===== src/hdl/ckh_pkg.sv =====
// shared types, constants and hash helper for the checksum keyed hash table
`default_nettype none

package ckh_pkg;

  localparam int KEY_W    = 64;
  localparam int OFFS_W   = 32;
  localparam int HASH_W   = 32;
  localparam int SIZE_W   = 11;
  localparam int IDX_W    = 10;
  localparam int OP_W     = 2;
  localparam int CNT_W    = 5;
  localparam int APB_AW   = 3;
  localparam int APB_DW   = 32;
  localparam int ENTRY_W  = 2 * KEY_W + OFFS_W;

  localparam int DEFAULT_DEPTH = 1024;

  // operation codes
  localparam logic [OP_W-1:0] OP_FIND   = 2'd0;
  localparam logic [OP_W-1:0] OP_INSERT = 2'd1;
  localparam logic [OP_W-1:0] OP_REMOVE = 2'd2;

  // register word index on the configuration port
  localparam logic [0:0] REG_TABLE_SIZE = 1'b0;

  localparam logic [SIZE_W-1:0] TABLE_SIZE_RESET = 11'd1024;

  localparam logic [HASH_W-1:0] HASH_SEED = 32'h0000_0010;
  localparam int                HASH_ROT  = 9;
  localparam logic [HASH_W-1:0] HASH_ZERO_SUB = 32'hFFFF_FFFF;

  // four hash rounds per step, last step index
  localparam logic [CNT_W-1:0] HASH_LAST = 5'd3;
  localparam logic [CNT_W-1:0] MOD_LAST  = 5'd31;

  typedef struct packed {
    logic             load;
    logic             clear;
    logic             hash_step;
    logic             mod_step;
    logic             mem_rd;
    logic             update;
    logic [CNT_W-1:0] step;
  } ckh_cmd_t;

  typedef struct packed {
    logic clear_last;
  } ckh_stat_t;

  // rotate left and add, one byte at a time, msb byte first
  function automatic logic [HASH_W-1:0] hash_word(input logic [HASH_W-1:0] h,
                                                  input logic [31:0] w);
    logic [HASH_W-1:0] acc;
    acc = h;
    for (int b = 3; b >= 0; b--) begin
      acc = ((acc << HASH_ROT) | (acc >> (HASH_W - HASH_ROT))) + {24'd0, w[8*b +: 8]};
    end
    return acc;
  endfunction

endpackage

`default_nettype wire


===== src/hdl/ckh_ctrl.sv =====
// controller state machine: sequences clear pass, hash, modulo, memory access
`default_nettype none

module ckh_ctrl (
  input  wire logic              clk_i,
  input  wire logic              rst_ni,
  input  wire logic              in_valid_i,
  output logic                   in_ready_o,
  output logic                   out_valid_o,
  input  wire logic              out_ready_i,
  input  wire ckh_pkg::ckh_stat_t stat_i,
  output ckh_pkg::ckh_cmd_t      cmd_o
);
  import ckh_pkg::*;

  typedef enum logic [2:0] {
    ST_CLEAR,
    ST_IDLE,
    ST_HASH,
    ST_MOD,
    ST_READ,
    ST_UPDATE
  } state_e;

  state_e           state_q, state_d;
  logic [CNT_W-1:0] cnt_q, cnt_d;
  logic             out_valid_q, out_valid_d;
  logic             accept;
  logic             out_free;

  assign accept   = in_valid_i && (state_q == ST_IDLE);
  assign out_free = !out_valid_q || out_ready_i;

  always_comb begin
    state_d     = state_q;
    cnt_d       = cnt_q;
    out_valid_d = out_valid_q && !out_ready_i;
    cmd_o       = '0;
    cmd_o.step  = cnt_q;
    case (state_q)
      ST_CLEAR: begin
        cmd_o.clear = 1'b1;
        if (stat_i.clear_last) begin
          state_d = ST_IDLE;
        end
      end
      ST_IDLE: begin
        if (accept) begin
          cmd_o.load = 1'b1;
          cnt_d      = '0;
          state_d    = ST_HASH;
        end
      end
      ST_HASH: begin
        cmd_o.hash_step = 1'b1;
        if (cnt_q == HASH_LAST) begin
          cnt_d   = '0;
          state_d = ST_MOD;
        end else begin
          cnt_d = cnt_q + 1'b1;
        end
      end
      ST_MOD: begin
        cmd_o.mod_step = 1'b1;
        cnt_d          = cnt_q + 1'b1;
        if (cnt_q == MOD_LAST) begin
          state_d = ST_READ;
        end
      end
      ST_READ: begin
        cmd_o.mem_rd = 1'b1;
        state_d      = ST_UPDATE;
      end
      ST_UPDATE: begin
        // hold here while the previous result is still waiting
        if (out_free) begin
          cmd_o.update = 1'b1;
          out_valid_d  = 1'b1;
          state_d      = ST_IDLE;
        end
      end
      default: begin
        state_d = ST_IDLE;
      end
    endcase
  end

  always_ff @(posedge clk_i or negedge rst_ni) begin
    if (!rst_ni) begin
      state_q     <= ST_CLEAR;
      cnt_q       <= '0;
      out_valid_q <= 1'b0;
    end else begin
      state_q     <= state_d;
      cnt_q       <= cnt_d;
      out_valid_q <= out_valid_d;
    end
  end

  assign in_ready_o  = (state_q == ST_IDLE);
  assign out_valid_o = out_valid_q;

endmodule

`default_nettype wire


===== config.mk =====
export PLATFORM = sky130hd
export DESIGN_NAME = ckh_ctrl
export DESIGN_NICKNAME = d
export VERILOG_FILES = /design/src/hdl/ckh_pkg.sv /design/src/hdl/ckh_ctrl.sv
export SDC_FILE = /design/constraint.sdc
export NUM_CORES = 1
export LEC_CHECK = 0
export ABC_AREA = 0
export BUFFER_PORTS_ARGS = -buffer_cell sky130_fd_sc_hd__clkbuf_2
export CAP_MARGIN = 20
export CELL_PAD_IN_SITES_DETAIL_PLACEMENT = 0
export CELL_PAD_IN_SITES_GLOBAL_PLACEMENT = 1
export CORE_MARGIN = 8
export CORE_UTILIZATION = 36
export DETAILED_ROUTE_END_ITERATION = 6
export PLACE_DENSITY = 0.77
export SLEW_MARGIN = 25
export SYNTH_ARGS = -nofsm -noshare
export SYNTH_HDL_FRONTEND = slang
export SYNTH_SLANG_ARGS = --single-unit

===== constraint.sdc =====
create_clock -name clk_i -period 4.1 [get_ports clk_i]
set_input_delay 0.82 -clock clk_i [delete_from_list [all_inputs] [get_ports clk_i]]
set_output_delay 0.82 -clock clk_i [all_outputs]
set_load 0.01 [all_outputs]

==> summary.txt <==
Route
  – Mean routed wirelength per cell: ~13 um
  – Drt first pass iters: 4
  – Met1 Wirelength: about 530 um
  – Total Routed Length: ~1100 um
  – Met3 routed WL: approximately 57 um
  – Vias per cell: approximately 5
  – Iter 0 DRT Violations: 6
  – Residual DRC: 0
  – Routed Antenna Nets: 0
  – DR top layer: met3
  – Metal2 WL: roughly 550 um
  – DR vias: roughly 450

Placement
  – Number of port buffers: 17
  – HPWL Detailed: ~900 um
  – Placer Congestion: 0.740
  – Post-placement cell area: between 600 and 700 sq um

Finish
  – NumNets Final: 80
  – Layout cells sized above 1: 0.292
  – Diodes inserted: 0
  – Post-route cell area: 631 sq um
  – Area grow syn2layout: 23.2%

CTS
  – Cts hold-fix bufs: 0
  – H-tree Lvls: 1
  – Clk Latency, worst-skew pair: approximately 260 ps
  – Clk sink count: 9
  – Clk slew on worst S/H paths: around 60 ps
  – Post-CTS Setup Repair Bufs: 0
  – Post-CTS Resized: 0
  – CTS tree: yes
  – Root Driver: clkbuf_4
  – Num CTS Buffers: 3
  – Clock Path Buffers: 2

Die
  – Initial Util: 0.388
  – Area of the die: 2880 sq um
  – Die Ht: around 54 um
  – Core area: approximately 1300 sq um
  – Row cnt: 13
  – Chip width: 53.7 um
  – Num ports: 18

Worst setup path
  – Required @ worst endpoint: about 3300 ps
  – Reg2Reg Launch Point: cnt_q[0]
  – CP arrival: about 1400 ps
  – Crit Path Max Fanout: 12
  – R2R Setup Slk: between 2000 and 3000 ps
  – Worst Setup EP: cmd_o[10]
  – Crit path kind: reg -> out
  – Worst setup SP type: flop
  – CP endpoint kind: output port
  – Worst setup path start: state_q[1]
  – Reg2reg end: state_q[0]
  – Worst R2R Path Depth: 6

Timing
  – Unrepaired setup endpoints after global routing: no
  – Fin crit share: 0.537
  – Clock Skew: approximately 3.2 ps
  – Slew Limit Fails: 0
  – Final TNS setup: 0 ps
  – Worst rel slew slack: 0.762
  – Endpoints failing setup: 0
  – FMAX: about 450 MHz
  – Min cycle time layout: between 2000 and 2500 ps
  – Worst slew pin tran: approximately 360 ps
  – Endpoints failing hold: 0

Power
  – Design Power: around 430 uW
  – Peak supply drop: 0.360 mV
  – Pwr Density: around 700 nW/um^2
  – Leak: ~0.35 nW

GRT
  – All-Layer GR Usage: 0.0888
  – First-pass GRT wire length: about 1900 um
  – Initial antenna violation count: 0
  – Largest net degree at the start of global routing: 13
  – Vias in the first global route: between 400 and 500
  – Overflow after GRT: 0

Logic synthesis
  – Most frequent cell after synthesis: dfrtp_1
  – Post-Synth Adder-Cell Area: 0.0489
  – XOR/XNOR Fraction of Synth Area: 0
  – Largest family of logic cells by synthesized area: simple AND/OR/NAND/NOR gates
  – Cells after Synth: 53
  – Synth area leaders: dfrtp_1 (44%), and3_1 (4.9%), ha_1 (4.9%)
  – Unique masters post-synth: 24
  – Synth warn: 0
  – Post-synthesis mux area share: 0.0391
  – Cell Area, Synth: around 500 sq um
  – Fraction of registers with async set/reset: 1.00
  – Main flop type after synthesis: dfrtp_1
  – Top cell type's share of synthesized area: 0.440
  – Sequential area share after synthesis: 0.440
  – Post-Synth Simple-Gate Area: 0.242
  – #FFs+latches synth: 9
  – Syn_nets: 60
  – EDFF count, synth: 0
  – Cell taking the most area after synthesis: dfrtp_1
  – Commonest cells post-synth: dfrtp_1 (9), nor2_1 (5), and3_1 (4), nand2_1 (4), nor3_1 (4)
  – Compound-gate portion of the synthesized area: 0.191
  – Syn_area_per_cell: slightly below 10 sq um

Min path
  – Hold crit path type: in -> async

Run status
  – Status: completed

Run
  – Max Cap Viol: 0
## flip-flops by register name, indices dropped and copies added (netlist names)
| name | cells |
|---|---|
| cnt_q | 5 |
| state_q | 3 |
| out_valid_o | 1 |
## per-layer routing
metal	GRT usage	vias up
met5	0	-
met3	0.0579	0
met2	0.129	7
met1	0.105	206
met4	0.0252	0
li1	-	234
## layout make-up
type                    count  area, sq um
fillers                   139          687
multi-input cells          40          267
flip-flops and latches      9          225
repair buffers             17         85.1
clock buffers               3         22.5
well taps                  15         18.8
inverters                   2         7.51
clock inverters             1         5.00
## critical path: stages (launching register included)
cell	delay, ps
dfrtp_1	540
and2b_1	270
and3_1	180
clkbuf_2	120
## how the worst min path moves through the flow
stage	from	end	slack (ps)	cells after the start
final	rst_ni	cnt_q[1]	400	1
after global routing	rst_ni	cnt_q[3]	410	1
after CTS	rst_ni	cnt_q[1]	400	1
after detailed placement	out_valid_o	out_valid_o	520	2
after global placement	out_valid_o	out_valid_o	510	2
after floorplan	state_q[2]	state_q[1]	510	1
## metrics by stage
| stage | util | cells | worst slack, ps | hold WS (ps) |
|---|---|---|---|---|
| finish | 0.479 | 87 | 1900 | 399 |
| global placement | 0.458 | 83 | 1930 | 505 |
| CTS | 0.479 | 87 | 1900 | 403 |
| detailed placement | 0.458 | 83 | 1910 | 522 |
| global route | 0.479 | 87 | 1800 | 406 |
| floorplan | - | 53 | 2110 | 508 |
## cells in the final DEF (no fill, tap or decap), drive strengths merged, types with 2 or more instances in the layout
cell type	synthesis	layout
nand2	4	4
and3	4	4
clkbuf	0	20
dfrtp	9	9
a32o	2	2
mux2i	2	2
ha	2	2
o21ai	2	2
a22o	2	2
and2	2	2
nor3	4	4
nand2b	2	2
nor2	5	5
inv	2	2
## power by group
group          internal (mW)  total (mW)  switching (mW)
Combinational         0.0979       0.187          0.0894
Clock                 0.0360      0.0678          0.0318
Sequential             0.120       0.175          0.0548
Total                  0.254       0.430           0.176
## cells by family after synthesis
| group | after synthesis |
|---|---|
| compound gates | 12 |
| simple gates | 24 |
| flops | 9 |
| fa+ha+maj | 2 |
| mux | 2 |
| buf+inv | 4 |
Power figures use the tool's default switching activity.
